`config.mk`:
```
export PLATFORM = sky130hd
export DESIGN_NAME = radio_api_frame_builder
export DESIGN_NICKNAME = d
export VERILOG_FILES = /design/src/rafb_pkg.sv /design/src/rafb_front.sv /design/src/rafb_queue.sv /design/src/rafb_back.sv /design/src/radio_api_frame_builder.sv
export VERILOG_INCLUDE_DIRS = /design/src /design/src/src
export SDC_FILE = /design/constraint.sdc
export NUM_CORES = 1
export LEC_CHECK = 0
export BUFFER_PORTS_ARGS = -buffer_cell sky130_fd_sc_hd__buf_2
export CAP_MARGIN = 20
export CORE_AREA = 2 2 190 192
export DETAILED_ROUTE_END_ITERATION = 12
export DIE_AREA = 0 0 192 194
export MAX_ROUTING_LAYER = met4
export PLACE_DENSITY = 0.79
export SKIP_CTS_REPAIR_TIMING = 1
export SYNTH_ARGS = -nofsm -noshare
export SYNTH_HDL_FRONTEND = slang
export SYNTH_SLANG_ARGS = --single-unit
```
`constraint.sdc`:
```
create_clock -name clk -period 4.7 [get_ports clk]
set_input_delay 0.94 -clock clk [delete_from_list [all_inputs] [get_ports clk]]
set_output_delay 0.94 -clock clk [all_outputs]
set_load 0.01 [all_outputs]
```
`src/radio_api_frame_builder_defines.svh`:
```
// assertion macros shared by the frame builder modules
// no dependencies; taken in by include where checks are written
`ifndef RADIO_API_FRAME_BUILDER_DEFINES_SVH
`define RADIO_API_FRAME_BUILDER_DEFINES_SVH
`ifndef NO_ASSERTIONS
`define RAFB_ASSERT_ALWAYS(label, clk, rst_n, cond) \
	label: assert property (@(posedge clk) disable iff (!rst_n) (cond)) \
		else $error("frame builder check failed");
`define RAFB_ASSERT_IMPL(label, clk, rst_n, ante, cons) \
	label: assert property (@(posedge clk) disable iff (!rst_n) (ante) |-> (cons)) \
		else $error("frame builder check failed");
`else
`define RAFB_ASSERT_ALWAYS(label, clk, rst_n, cond)
`define RAFB_ASSERT_IMPL(label, clk, rst_n, ante, cons)
`endif
`endif

```
`src/rafb_pkg.sv`:
```
// types and constants of the radio api frame builder
// no dependencies; used by every module of the block
package rafb_pkg;

	typedef enum logic [1:0] {
		CMD_START = 2'd0,
		CMD_DATA  = 2'd1,
		CMD_ERROR = 2'd2
	} cmd_kind_t;

	typedef struct packed {
		cmd_kind_t   kind;
		logic        expl_frame;
		logic [63:0] dest_address;
		logic [7:0]  data;
		logic        last;
	} cmd_t;

	typedef struct packed {
		logic [7:0]  frame_id;
		logic [7:0]  broadcast_radius;
		logic [7:0]  tx_options;
		logic [15:0] short_address;
	} cfg_t;

	typedef enum logic [3:0] {
		PH_HEADER = 4'b0001,
		PH_DATA   = 4'b0010,
		PH_SUM    = 4'b0100,
		PH_ERROR  = 4'b1000
	} phase_t;

	localparam int unsigned QUEUE_DEPTH = 4;
	localparam int unsigned PTR_W       = $clog2(QUEUE_DEPTH);
	localparam int unsigned CNT_W       = $clog2(QUEUE_DEPTH + 1);

	localparam int unsigned CFG_INDEX_W = 8;
	localparam logic [CFG_INDEX_W-1:0] REG_FRAME_ID  = 8'd0;
	localparam logic [CFG_INDEX_W-1:0] REG_RADIUS    = 8'd1;
	localparam logic [CFG_INDEX_W-1:0] REG_OPTIONS   = 8'd2;
	localparam logic [CFG_INDEX_W-1:0] REG_SHORT_ADR = 8'd3;

	localparam logic       OP_START = 1'b0;

	localparam logic [4:0] HDR_DELIM      = 5'd0;
	localparam logic [4:0] HDR_LEN_HI     = 5'd1;
	localparam logic [4:0] HDR_LEN_LO     = 5'd2;
	localparam logic [4:0] HDR_TYPE       = 5'd3;
	localparam logic [4:0] HDR_FRAME_ID   = 5'd4;
	localparam logic [4:0] HDR_ADDR_FIRST = 5'd5;
	localparam logic [4:0] HDR_SHORT_HI   = 5'd13;
	localparam logic [4:0] HDR_SHORT_LO   = 5'd14;
	localparam logic [4:0] HDR_SRC_EP     = 5'd15;
	localparam logic [4:0] HDR_DST_EP     = 5'd16;
	localparam logic [4:0] HDR_CLUSTER_HI = 5'd17;
	localparam logic [4:0] HDR_CLUSTER_LO = 5'd18;
	localparam logic [4:0] HDR_PROFILE_HI = 5'd19;
	localparam logic [4:0] HDR_PROFILE_LO = 5'd20;
	localparam logic [4:0] HDR_RADIUS     = 5'd21;
	localparam logic [4:0] HDR_OPTIONS    = 5'd22;

	localparam logic [7:0]  DELIM_BYTE       = 8'h7E;
	localparam logic [7:0]  TYPE_TX          = 8'h10;
	localparam logic [7:0]  TYPE_EXPL        = 8'h11;
	localparam logic [15:0] LEN_TX           = 16'h000E;
	localparam logic [15:0] LEN_EXPL         = 16'h0014;
	localparam logic [7:0]  ENDPOINT_ID      = 8'hE8;
	localparam logic [15:0] CLUSTER_WORD     = 16'h0011;
	localparam logic [15:0] PROFILE_WORD     = 16'hC105;
	localparam logic [7:0]  SUM_BASE         = 8'hFF;
	localparam logic [15:0] SHORT_ADR_RESET  = 16'hFFFE;

endpackage

```
`src/rafb_front.sv`:
```
// front end: accepts items, tracks the open frame and classifies each beat
// depends on rafb_pkg; feeds rafb_queue
`include "radio_api_frame_builder_defines.svh"
module rafb_front #(
	parameter int unsigned MAX_PAYLOAD = 255
) (
	input  logic          clk,
	input  logic          arst_n,
	input  logic          item_valid,
	output logic          item_stall,
	input  logic          operation,
	input  logic          frame_type,
	input  logic [63:0]   dest_address,
	input  logic [7:0]    payload_length,
	input  logic [7:0]    payload_byte,
	output logic          push,
	output rafb_pkg::cmd_t push_cmd,
	input  logic          queue_full
);
	import rafb_pkg::*;

	logic       frame_open_q;
	logic [7:0] bytes_left_q;
	logic [7:0] length_c;
	logic       take;

	assign item_stall = queue_full;
	assign take       = item_valid && !item_stall;
	assign push       = take;

	always_comb begin
		length_c = payload_length;
		if (32'(payload_length) > MAX_PAYLOAD) begin
			length_c = 8'(MAX_PAYLOAD);
		end
		push_cmd.expl_frame   = frame_type;
		push_cmd.dest_address = dest_address;
		if (operation == OP_START) begin
			push_cmd.kind = CMD_START;
			push_cmd.data = length_c;
			push_cmd.last = (length_c == 8'd0);
		end else if (frame_open_q) begin
			push_cmd.kind = CMD_DATA;
			push_cmd.data = payload_byte;
			push_cmd.last = (bytes_left_q == 8'd1);
		end else begin
			push_cmd.kind = CMD_ERROR;
			push_cmd.data = 8'd0;
			push_cmd.last = 1'b0;
		end
	end

	always_ff @(posedge clk or negedge arst_n) begin
		if (!arst_n) begin
			frame_open_q <= 1'b0;
			bytes_left_q <= 8'd0;
		end else if (take) begin
			if (operation == OP_START) begin
				frame_open_q <= (length_c != 8'd0);
				bytes_left_q <= length_c;
			end else if (frame_open_q) begin
				bytes_left_q <= bytes_left_q - 8'd1;
				if (bytes_left_q == 8'd1) begin
					frame_open_q <= 1'b0;
				end
			end
		end
	end

	`RAFB_ASSERT_IMPL(a_open_has_bytes, clk, arst_n, frame_open_q, bytes_left_q != 8'd0)

endmodule

```
`src/rafb_queue.sv`:
```
// short command queue between the front and back ends
// depends on rafb_pkg
`include "radio_api_frame_builder_defines.svh"
module rafb_queue (
	input  logic           clk,
	input  logic           arst_n,
	input  logic           push,
	input  rafb_pkg::cmd_t push_cmd,
	output logic           full,
	input  logic           pop,
	output logic           head_valid,
	output rafb_pkg::cmd_t head_cmd
);
	import rafb_pkg::*;

	cmd_t             slot_q [QUEUE_DEPTH];
	logic [PTR_W-1:0] wr_ptr_q;
	logic [PTR_W-1:0] rd_ptr_q;
	logic [CNT_W-1:0] count_q;

	assign full       = (count_q == CNT_W'(QUEUE_DEPTH));
	assign head_valid = (count_q != '0);
	assign head_cmd   = slot_q[rd_ptr_q];

	always_ff @(posedge clk) begin
		if (push) begin
			slot_q[wr_ptr_q] <= push_cmd;
		end
	end

	always_ff @(posedge clk or negedge arst_n) begin
		if (!arst_n) begin
			wr_ptr_q <= '0;
			rd_ptr_q <= '0;
			count_q  <= '0;
		end else begin
			if (push) begin
				wr_ptr_q <= wr_ptr_q + PTR_W'(1);
			end
			if (pop) begin
				rd_ptr_q <= rd_ptr_q + PTR_W'(1);
			end
			if (push && !pop) begin
				count_q <= count_q + CNT_W'(1);
			end else if (pop && !push) begin
				count_q <= count_q - CNT_W'(1);
			end
		end
	end

	`RAFB_ASSERT_IMPL(a_pop_not_empty, clk, arst_n, pop, head_valid)

endmodule

```
`src/rafb_back.sv`:
```
// back end: serializes header, payload, checksum and error beats into the output register
// depends on rafb_pkg; reads the head of rafb_queue
`include "radio_api_frame_builder_defines.svh"
module rafb_back (
	input  logic           clk,
	input  logic           arst_n,
	input  rafb_pkg::cfg_t cfg,
	input  logic           head_valid,
	input  rafb_pkg::cmd_t head_cmd,
	output logic           pop,
	output logic           result_valid,
	input  logic           result_stall,
	output logic [7:0]     out_byte,
	output logic           frame_end,
	output logic           run_end,
	output logic           error
);
	import rafb_pkg::*;

	phase_t      phase_q;
	logic [4:0]  idx_q;
	logic        mid_q;
	logic [7:0]  sum_q;
	logic        valid_q;
	logic [7:0]  byte_q;
	logic        fend_q;
	logic        rend_q;
	logic        err_q;

	phase_t      phase_c;
	phase_t      phase_n;
	logic [4:0]  idx_c;
	logic [4:0]  idx_n;
	logic [15:0] len_c;
	logic [2:0]  addr_pos;
	logic [7:0]  byte_c;
	logic        add_c;
	logic        clear_c;
	logic        done_c;
	logic        fend_c;
	logic        err_c;
	logic        fire;

	assign fire = head_valid && (!valid_q || !result_stall);
	assign pop  = fire && done_c;

	always_comb begin
		if (mid_q) begin
			phase_c = phase_q;
			idx_c   = idx_q;
		end else begin
			idx_c = HDR_DELIM;
			unique case (head_cmd.kind)
				CMD_START: phase_c = PH_HEADER;
				CMD_DATA:  phase_c = PH_DATA;
				default:   phase_c = PH_ERROR;
			endcase
		end
		len_c    = (head_cmd.expl_frame ? LEN_EXPL : LEN_TX) + {8'h00, head_cmd.data};
		addr_pos = 3'(idx_c - HDR_ADDR_FIRST);
		byte_c   = 8'h00;
		add_c    = 1'b0;
		clear_c  = 1'b0;
		done_c   = 1'b0;
		fend_c   = 1'b0;
		err_c    = 1'b0;
		phase_n  = phase_c;
		idx_n    = idx_c + 5'd1;
		unique case (phase_c)
			PH_HEADER: begin
				add_c = (idx_c >= HDR_TYPE);
				unique case (idx_c)
					HDR_DELIM: begin
						byte_c  = DELIM_BYTE;
						clear_c = 1'b1;
					end
					HDR_LEN_HI:     byte_c = len_c[15:8];
					HDR_LEN_LO:     byte_c = len_c[7:0];
					HDR_TYPE:       byte_c = head_cmd.expl_frame ? TYPE_EXPL : TYPE_TX;
					HDR_FRAME_ID:   byte_c = cfg.frame_id;
					HDR_SHORT_HI:   byte_c = cfg.short_address[15:8];
					HDR_SHORT_LO: begin
						byte_c = cfg.short_address[7:0];
						if (!head_cmd.expl_frame) begin
							idx_n = HDR_RADIUS;
						end
					end
					HDR_SRC_EP:     byte_c = ENDPOINT_ID;
					HDR_DST_EP:     byte_c = ENDPOINT_ID;
					HDR_CLUSTER_HI: byte_c = CLUSTER_WORD[15:8];
					HDR_CLUSTER_LO: byte_c = CLUSTER_WORD[7:0];
					HDR_PROFILE_HI: byte_c = PROFILE_WORD[15:8];
					HDR_PROFILE_LO: byte_c = PROFILE_WORD[7:0];
					HDR_RADIUS:     byte_c = cfg.broadcast_radius;
					HDR_OPTIONS: begin
						byte_c = cfg.tx_options;
						if (head_cmd.last) begin
							phase_n = PH_SUM;
						end else begin
							done_c = 1'b1;
						end
					end
					default:        byte_c = head_cmd.dest_address[{~addr_pos, 3'b000} +: 8];
				endcase
			end
			PH_DATA: begin
				byte_c = head_cmd.data;
				add_c  = 1'b1;
				if (head_cmd.last) begin
					phase_n = PH_SUM;
				end else begin
					done_c = 1'b1;
				end
			end
			PH_SUM: begin
				byte_c = SUM_BASE - sum_q;
				fend_c = 1'b1;
				done_c = 1'b1;
			end
			default: begin
				err_c  = 1'b1;
				done_c = 1'b1;
			end
		endcase
	end

	always_ff @(posedge clk or negedge arst_n) begin
		if (!arst_n) begin
			phase_q <= PH_HEADER;
			idx_q   <= HDR_DELIM;
			mid_q   <= 1'b0;
			sum_q   <= 8'd0;
			valid_q <= 1'b0;
		end else begin
			if (fire) begin
				valid_q <= 1'b1;
				mid_q   <= !done_c;
				phase_q <= phase_n;
				idx_q   <= idx_n;
				if (clear_c) begin
					sum_q <= 8'd0;
				end else if (add_c) begin
					sum_q <= sum_q + byte_c;
				end
			end else if (!result_stall) begin
				valid_q <= 1'b0;
			end
		end
	end

	always_ff @(posedge clk) begin
		if (fire) begin
			byte_q <= byte_c;
			fend_q <= fend_c;
			rend_q <= done_c;
			err_q  <= err_c;
		end
	end

	assign result_valid = valid_q;
	assign out_byte     = byte_q;
	assign frame_end    = fend_q;
	assign run_end      = rend_q;
	assign error        = err_q;

	`RAFB_ASSERT_IMPL(a_mid_needs_head, clk, arst_n, mid_q, head_valid)
	`RAFB_ASSERT_IMPL(a_err_result, clk, arst_n, valid_q && err_q, rend_q && byte_q == 8'h00)
	`RAFB_ASSERT_IMPL(a_fend_closes, clk, arst_n, valid_q && fend_q, rend_q && !err_q)

endmodule

```
`src/radio_api_frame_builder.sv`:
```
// radio api transmit frame builder top level: config registers and the
// front end, command queue and back end; depends on rafb_pkg and the rafb modules
//
// items enter on item_valid/item_stall, one beat per cycle while the command
// queue has room. a start beat yields the frame header (17 bytes, or 23 for
// explicit addressing) plus the checksum when the length is zero; a payload
// beat yields its byte, plus the checksum on the last one, or one error beat
// when no frame is open. result beats leave on result_valid/result_stall at
// one per cycle while result_stall is low; the back end produces one byte per
// cycle while not stalled, so header bytes set the pace and payload beats pass
// back to back. an item taken is written into the command queue, and its first
// result beat is then registered in the output register. a stalled result holds;
// the back end waits and the four-entry queue fills before item_stall rises.
// registers are written on cfg_valid/cfg_ready, always ready; indexes above
// three are ignored. reset empties the queue, closes any open frame and sets
// the registers to frame id 0, radius 0, options 0 and short address fffe.
`include "radio_api_frame_builder_defines.svh"
module radio_api_frame_builder #(
	parameter int unsigned MAX_PAYLOAD = 255
) (
	input  logic        clk,
	input  logic        arst_n,
	input  logic        item_valid,
	output logic        item_stall,
	input  logic        operation,
	input  logic        frame_type,
	input  logic [63:0] dest_address,
	input  logic [7:0]  payload_length,
	input  logic [7:0]  payload_byte,
	output logic        result_valid,
	input  logic        result_stall,
	output logic [7:0]  out_byte,
	output logic        frame_end,
	output logic        run_end,
	output logic        error,
	input  logic        cfg_valid,
	output logic        cfg_ready,
	input  logic [rafb_pkg::CFG_INDEX_W-1:0] cfg_index,
	input  logic [15:0] cfg_data
);
	import rafb_pkg::*;

	cfg_t cfg_q;
	cmd_t push_cmd;
	cmd_t head_cmd;
	logic push;
	logic pop;
	logic queue_full;
	logic head_valid;

	assign cfg_ready = 1'b1;

	always_ff @(posedge clk or negedge arst_n) begin
		if (!arst_n) begin
			cfg_q.frame_id         <= 8'd0;
			cfg_q.broadcast_radius <= 8'd0;
			cfg_q.tx_options       <= 8'd0;
			cfg_q.short_address    <= SHORT_ADR_RESET;
		end else if (cfg_valid && cfg_ready) begin
			unique case (cfg_index)
				REG_FRAME_ID:  cfg_q.frame_id         <= cfg_data[7:0];
				REG_RADIUS:    cfg_q.broadcast_radius <= cfg_data[7:0];
				REG_OPTIONS:   cfg_q.tx_options       <= cfg_data[7:0];
				REG_SHORT_ADR: cfg_q.short_address    <= cfg_data;
				default: ;
			endcase
		end
	end

	rafb_front #(
		.MAX_PAYLOAD(MAX_PAYLOAD)
	) u_front (
		.clk           (clk),
		.arst_n        (arst_n),
		.item_valid    (item_valid),
		.item_stall    (item_stall),
		.operation     (operation),
		.frame_type    (frame_type),
		.dest_address  (dest_address),
		.payload_length(payload_length),
		.payload_byte  (payload_byte),
		.push          (push),
		.push_cmd      (push_cmd),
		.queue_full    (queue_full)
	);

	rafb_queue u_queue (
		.clk       (clk),
		.arst_n    (arst_n),
		.push      (push),
		.push_cmd  (push_cmd),
		.full      (queue_full),
		.pop       (pop),
		.head_valid(head_valid),
		.head_cmd  (head_cmd)
	);

	rafb_back u_back (
		.clk         (clk),
		.arst_n      (arst_n),
		.cfg         (cfg_q),
		.head_valid  (head_valid),
		.head_cmd    (head_cmd),
		.pop         (pop),
		.result_valid(result_valid),
		.result_stall(result_stall),
		.out_byte    (out_byte),
		.frame_end   (frame_end),
		.run_end     (run_end),
		.error       (error)
	);

	`RAFB_ASSERT_IMPL(a_push_has_room, clk, arst_n, push, !queue_full)

endmodule

```
==> results of run 1 <==
-- cell usage in the layout, fill, tap and decap left out, types with 7 or more instances in the layout --
| master | n |
|---|---|
| nand3_1 | 23 |
| diode_2 | 8 |
| clkbuf_1 | 11 |
| clkinv_1 | 7 |
| xnor2_1 | 10 |
| nand4_1 | 9 |
| inv_1 | 27 |
| nor3_1 | 11 |
| edfxtp_1 | 315 |
| mux4_1 | 10 |
| nor2b_1 | 7 |
| o21ai_0 | 32 |
| nor2_1 | 41 |
| ha_1 | 20 |
| a22o_1 | 10 |
| clkinv_2 | 7 |
| buf_4 | 25 |
| a22oi_1 | 9 |
| a21oi_1 | 23 |
| mux4_2 | 78 |
| clkbuf_16 | 43 |
| o211ai_1 | 7 |
| dfstp_2 | 16 |
| mux2_2 | 47 |
| nand2_1 | 38 |
| o22ai_1 | 9 |
| a21o_1 | 8 |
| buf_2 | 122 |
| dfrtp_1 | 57 |
-- synth_stat cells, types with 16 or more instances --
library cell,number,area share
a21oi_1,23,0.0069
dfrtp_1,59,0.089
mux2_2,47,0.032
o21ai_0,32,0.0096
edfxtp_1,315,0.57
inv_1,27,0.0061
ha_1,22,0.017
mux4_2,78,0.11
nor2_1,41,0.0092
dfstp_2,16,0.025
nand3_1,23,0.0069
nand2_1,38,0.0086
-- worst min path at each step --
stage	start	end	slack [ns]	depth (start not counted)
after floorplan	u_queue.count_q[2]	u_queue.count_q[2]	0.46	1
after global placement	u_queue.count_q[2]	u_queue.count_q[2]	0.47	1
after detailed placement	u_queue.count_q[2]	u_queue.count_q[2]	0.48	1
after CTS	u_queue.count_q[2]	u_queue.count_q[2]	0.48	1
after global routing	arst_n	u_front.bytes_left_q[6]	0.25	1
final	arst_n	u_front.bytes_left_q[6]	0.25	1
-- cell families (layout without fill, tap and decap cells) --
kind of cell / count (synthesis) / in the layout
mux: 141 / 141
fa+ha+maj: 24 / 24
other cells: 1 / 9
simple gates: 165 / 165
compound gates: 143 / 143
flops: 390 / 390
xor+xnor: 17 / 17
buf+inv: 72 / 260
-- through the flow --
step	std cells	util
after floorplan	953	-
after CTS	1599	0.544
after global placement	1526	0.508
final	1610	0.547
after global routing	1610	0.547
after detailed placement	1526	0.508
-- worst register-to-register path, delay by kind of cell (launching register included) --
family / cells / cell delay [ns]
buf+inv: 2 / 0.42
mux: 3 / 1.34
flops: 1 / 0.52
compound gates: 7 / 1.45
fa+ha+maj: 1 / 0.31
simple gates: 3 / 0.34
-- layer usage --
metal,vias to the layer above,track usage,part of all wire
li1,4162,-,-
met2,426,0.310,0.48
met5,-,-,0
met3,65,0.0563,0.089
met4,0,0.0582,0.025
met1,4798,0.280,0.41
-- power by group --
group	switching, W	internal (W)
combinational	0.00250	0.00203
clock	0.00133	0.00176
sequential	0.000374	0.00458
-- sequential cells by signal (all words and copies together), names as in the netlist, 3 cells and up --
register,count
u_back.idx_q,5
u_front.bytes_left_q,8
u_back.phase_q,4
u_back.out_byte,8
u_back.sum_q,8
u_queue.slot_q,304
u_queue.count_q,3
cfg_q,40
-- layout make-up --
type,instances,share of cell area
flip-flops and latches,390,0.589
multi-input cells,491,0.256
clock buffers,53,0.0567
repair buffers,157,0.0515
well taps,461,0.0299
clock inverters,20,0.00961
inverters,30,0.00584
diodes,8,0.00104
==> metrics.md, run 1 <==
| Metric | Value |
|---|---|
| Status | finished clean |
| Row count | 69 |
| Synth Area in Compound Gates | 0.0600 |
| Synth Area in Adders | 0.0189 |
| Final #Nets | 1,246 |
| Synth Area in XOR/XNOR | 0.00939 |
| Netlist cell types | 70 |
| Final Hold Viols | 0 |
| Crit path depth | 16 |
| Slowest cell on the critical path | mux4_1 |
| Initial core utilization | 0.473 |
| Final period util | 0.951 |
| DR iter-0 viols | about 900 |
| FILL cells | 2,698 |
| Max-cap viol count | 0 |
| Ys flop type | edfxtp_1 |
| Worst Setup EP | u_back.sum_q[7] |
| Vias in the first global route | approximately 9,600 |
| Slew HR | 0.385 |
| Clock latency on the worst-skew pair | 0.57 ns |
| Fmax | 224 MHz |
| CP top delay family | compound AO/OA/AOI/OAI gates |
| Final wirelength | approximately 37,000 um |
| Post-synth EDFFs | approximately 320 |
| TritonCTS Buffers | 41 |
| GP Congestion | 0.917 |
| Post-Synthesis Net Count | 1,088 |
| Critical path buffers and inverters | 2 |
| Final Skew | 0.0276 ns |
| Critical Path Source | u_queue.rd_ptr_q[0] |
| Residual DRC | 0 |
| Leakage | 6.99 nW |
| Ys async rst share | 0.192 |
| Maximum vdd drop | around 430 uV |
| Crit path max fanout | 20 |
| Area of the multi-input gates | 4930 um2 |
| CP endpoint kind | flip-flop |
| Clock root buffer | clkbuf_16 |
| Core Area | 35,200 um2 |
| Cell Area, Synth | about 17,000 um2 |
| DIE HEIGHT | 194 um |
| Worst Hold Class | input port to async pin |
| Avg Cell Area, Syn | 17.5 um2 |
| Sequential fraction of the synthesis area | 0.682 |
| Mux cell area share after synthesis | 0.157 |
| Die Area | 37,200 um2 |
| Pwr Total | 0.0126 W |
| Final instance area | around 19,000 um2 |
| CP arrival | 4.93 ns |
| Worst slew pin tran | 0.915 ns |
| First-pass GRT wire length | 56,400 um |
| Clock Path Buffers | 3 |
| Share of post-route cells with drive strength above 1 | 0.328 |
| Pre-CTS WS | 0.188 ns |
| Final Slew Violations | 0 |
| DP HPWL | 23,100 um |
| Crit path required time | about 5.2 ns |
| Cell count after synthesis | 953 |
| P&R area growth vs syn | 15.7% |
| FF+latch area | ~11,000 um2 |
| Clock Sinks | 390 |
| Hold Worst Slack | 0.253 ns |
| R2R setup slack | 0.23 ns |
| Worst setup SP type | flip-flop |
| Via count | 9,451 |
| H-Tree Level Count | 2 |
| Sum of negative setup slack | 0 ns |
| RR Endpoint | u_back.sum_q[7] |
| Main combinational cell family by area after synthesis | multiplexers |
| CTS tree | built |
| Tmin final | 4.47 ns |
| Setup-failing EPs final | 0 |
| Largest net degree at the start of global routing | 76 |
| Reg2Reg Depth | 16 |
| CP peak stage delay | 0.57 ns |
| Clk slew on worst S/H paths | 0.06 ns |
| Flops & latches, synth | 390 |
| DR WL/cell | approximately 23 um |
| Setup CP Type | flip-flop to flip-flop |
| Pwr Density | around 650 nW/um2 |
| First-pass DRT Iterations | 5 |
| Post-placement cell area | 17,900 um2 |
| Gr ovfl total | 0 |
| Reg-to-Reg Start | u_queue.rd_ptr_q[0] |
| YS warnings | 0 |
| Vias per cell | between 5 and 6 |
| Simple-gate share of the synthesized area | 0.0498 |
| Final ANT Viol Nets | 0 |
| Initial antenna violation count | 8 |
| IO Pins | 125 |
| Die Wd | roughly 190 um |
| Worst setup margin | between 0.2 and 0.25 ns |
| Gr usage total | 0.207 |
| CP Cell Sequence | buf_16 -> mux4_1 -> mux4_2 -> and2_1 -> a211oi_2 -> a311oi_1 -> a221o_1 -> ha_1 -> a21o_1 -> a211oi_1 -> nor2_1 -> o41ai_1 -> buf_4 -> nand3_1 -> mux2_2 -> a2bb2oi_1 |
| IO Port Bufs | 123 |
No activity file was read; power rests on OpenSTA's default activity.
==> run 2: changes to the inputs <==
CELL_PAD_IN_SITES_DETAIL_PLACEMENT = 0   (was unset)
CELL_PAD_IN_SITES_GLOBAL_PLACEMENT = 1   (was unset)
CORE_AREA = 2 2 192 194   (was 2 2 190 192)
CTS_BUF_LIST = sky130_fd_sc_hd__clkbuf_4 sky130_fd_sc_hd__clkbuf_8 sky130_fd_sc_hd__clkbuf_16   (was unset)
DIE_AREA = 0 0 194 196   (was 0 0 192 194)
PLACE_DENSITY = 0.86   (was 0.79)
==> metrics.md, run 2 (same netlist as run 1, synthesis figures left out) <==
| Metric | Value |
|---|---|
| Final Skew | approximately 0.026 ns |
| Final Hold Viols | 0 |
| Worst setup SP type | flip-flop |
| CP peak stage delay | 0.58 ns |
| IO Pins | 125 |
| Vias in the first global route | between 9,000 and 10,000 |
| Clk slew on worst S/H paths | roughly 0.06 ns |
| Leakage | 7.11 nW |
| Worst Hold Class | input port to async pin |
| DIE HEIGHT | 196 um |
| Largest register FFs | 304 |
| Gr ovfl total | 0 |
| Final ANT Viol Nets | 0 |
| Internal | 0.00850 W |
| Most common cell after layout, fill and taps aside | edfxtp_1 |
| Sw Ratio | 0.330 |
| WL met2 | 17,900 um |
| Die Area | approximately 38,000 um2 |
| IO Port Bufs | around 120 |
| Largest net degree at the start of global routing | 77 |
| Slew HR | 0.396 |
| Combinational share of power | 0.364 |
| First-pass DRT Iterations | 6 |
| Seq pwr share | 0.390 |
| Gr usage total | 0.198 |
| Wl on met1 | 15,700 um |
| Die Wd | 194 um |
| Setup CP Type | flip-flop to flip-flop |
| Row count | 70 |
| Cell Count, Final, Fillers Out | 1,633 |
| Met3 wire len | 2440 um |
| Status | finished clean |
| Core Area | 36,100 um2 |
| Crit path max fanout | 20 |
| Clock Path Buffers | 3 |
| Initial antenna violation count | 3 |
| DR WL/cell | 22.5 um |
| Final instance area | between 15,000 and 20,000 um2 |
| Post-placement cell area | around 18,000 um2 |
| DP HPWL | 23,900 um |
| Clock network fraction of total power | 0.246 |
| Initial core utilization | 0.461 |
| Most frequent cells in the layout | 315 x edfxtp_1, 123 x buf_2, 78 x mux4_2, 57 x dfrtp_1, 48 x buf_4 |
| Share of post-route cells with drive strength above 1 | 0.348 |
| Final period util | 0.951 |
| Via count | 9,506 |
| Most flop-heavy register | u_queue.slot_q |
| Worst slew pin tran | between 0.9 and 1 ns |
| Sw power | 0.00419 W |
| Residual DRC | 0 |
| Pwr Density | ~650 nW/um2 |
| Max-cap viol count | 0 |
| Crit path top cell by count | buf_4 |
| Clock latency on the worst-skew pair | approximately 0.55 ns |
| Pwr Total | 0.0127 W |
| Clock Sinks | 390 |
| Maximum vdd drop | 360 uV |
| DR iter-0 viols | 775 |
| Tmin final | between 4 and 5 ns |
| Setup-failing EPs final | 0 |
| Final Slew Violations | 0 |
| CP Cell Sequence | buf_4 -> buf_12 -> mux4_1 -> mux4_2 -> a211oi_2 -> a311oi_1 -> a221o_1 -> ha_1 -> a21o_1 -> a211oi_1 -> nor2_1 -> o41ai_2 -> buf_4 -> nand3_1 -> mux2_2 -> a2bb2oi_1 |
| Clock root buffer | clkbuf_16 |
| Hold Worst Slack | 0.379 ns |
| Slowest cell on the critical path | mux4_1 |
| Final #Nets | 1,266 |
| Top sig layer | met4 |
| Fmax | 224 MHz |
| GP Congestion | ~0.9 |
| TritonCTS Buffers | 40 |
| CP arrival | roughly 4.9 ns |
| Final wirelength | roughly 37,000 um |
| First-pass GRT wire length | 56,500 um |
| P&R area growth vs syn | 16.7% |
| Crit path required time | 5.15 ns |
| Placed insts | 1,544 |
| CTS tree | built |
| H-Tree Level Count | 2 |
| Top Registers | u_queue.slot_q: 304 flops, cfg_q: 40 flops |
| Vias per cell | 5.82 |
| CP endpoint kind | flip-flop |
## run 2: changes by cell type in the layout (fill, tap and decap cells not counted), sizes merged
cell    previous run  this run
buf              156       178
clkbuf            54        49
bufinv             2         3
clkinv            15        20
inv               31        29
diode              8         3
## run 2: path summary, 6_finish.rpt
kind | to | depth (start not counted) | slack (ns) | startpoint
min in group clk | u_queue.count_q[2] | 1 | 0.49 | u_queue.count_q[2]
min reg2reg | u_queue.count_q[2] | 1 | 0.49 | u_queue.count_q[2]
min | u_back.result_valid | 1 | 0.38 | arst_n
max reg2reg | u_back.sum_q[7] | 16 | 0.23 | u_queue.rd_ptr_q[0]
max in group asynchronous | cfg_q[14] | 2 | 3.37 | arst_n
max | u_back.sum_q[7] | 16 | 0.23 | u_queue.rd_ptr_q[0]
## run 2: critical path: cells and delay by family (launching register included)
| family | cells | cell delay, ns |
|---|---|---|
| buffers and inverters | 3 | 0.54 |
| adder cells (fa/ha/maj) | 1 | 0.32 |
| multiplexers | 3 | 1.39 |
| AND/OR/NAND/NOR | 2 | 0.18 |
| AO/OA/AOI/OAI | 7 | 1.51 |
| flip-flops | 1 | 0.44 |
## run 2: power by group through the flow
stage	combinational [W]	sequential, W	clock, W
after global placement	0.00433	0.00501	0
after global routing	0.00500	0.00501	0.00332
after floorplan	0.00324	0.00487	0
final	0.00462	0.00496	0.00312
after detailed placement	0.00442	0.00505	0
after CTS	0.00445	0.00499	0.00317
## run 2: routing by layer
layer,vias up,GRT usage
met5,-,-
met2,379,0.310
met4,0,0.0525
met1,4855,0.271
li1,4215,-
met3,57,0.0354
## run 2: area by class of cell
| class | instances | area, um2 |
|---|---|---|
| fill | 2827 | 16700 |
| sequential | 390 | 11400 |
| multi-input combinational | 491 | 4930 |
| timing repair buffer | 178 | 1120 |
| clock buffer | 49 | 1070 |
| tap | 468 | 586 |
| clock inverter | 24 | 234 |
| inverter | 30 | 113 |
| antenna | 3 | 7.51 |
## run 2: per-stage QoR
| step | utilization | worst slack (ns) | TNS [ns] |
|---|---|---|---|
| global route | 0.538 | -0.0623 | -0.0764 |
| detailed placement | 0.498 | 0.0654 | 0 |
| CTS | 0.534 | 0.00558 | 0 |
| finish | 0.538 | 0.230 | 0 |
| floorplan | - | 0.151 | 0 |
| global placement | 0.498 | 0.175 | 0 |
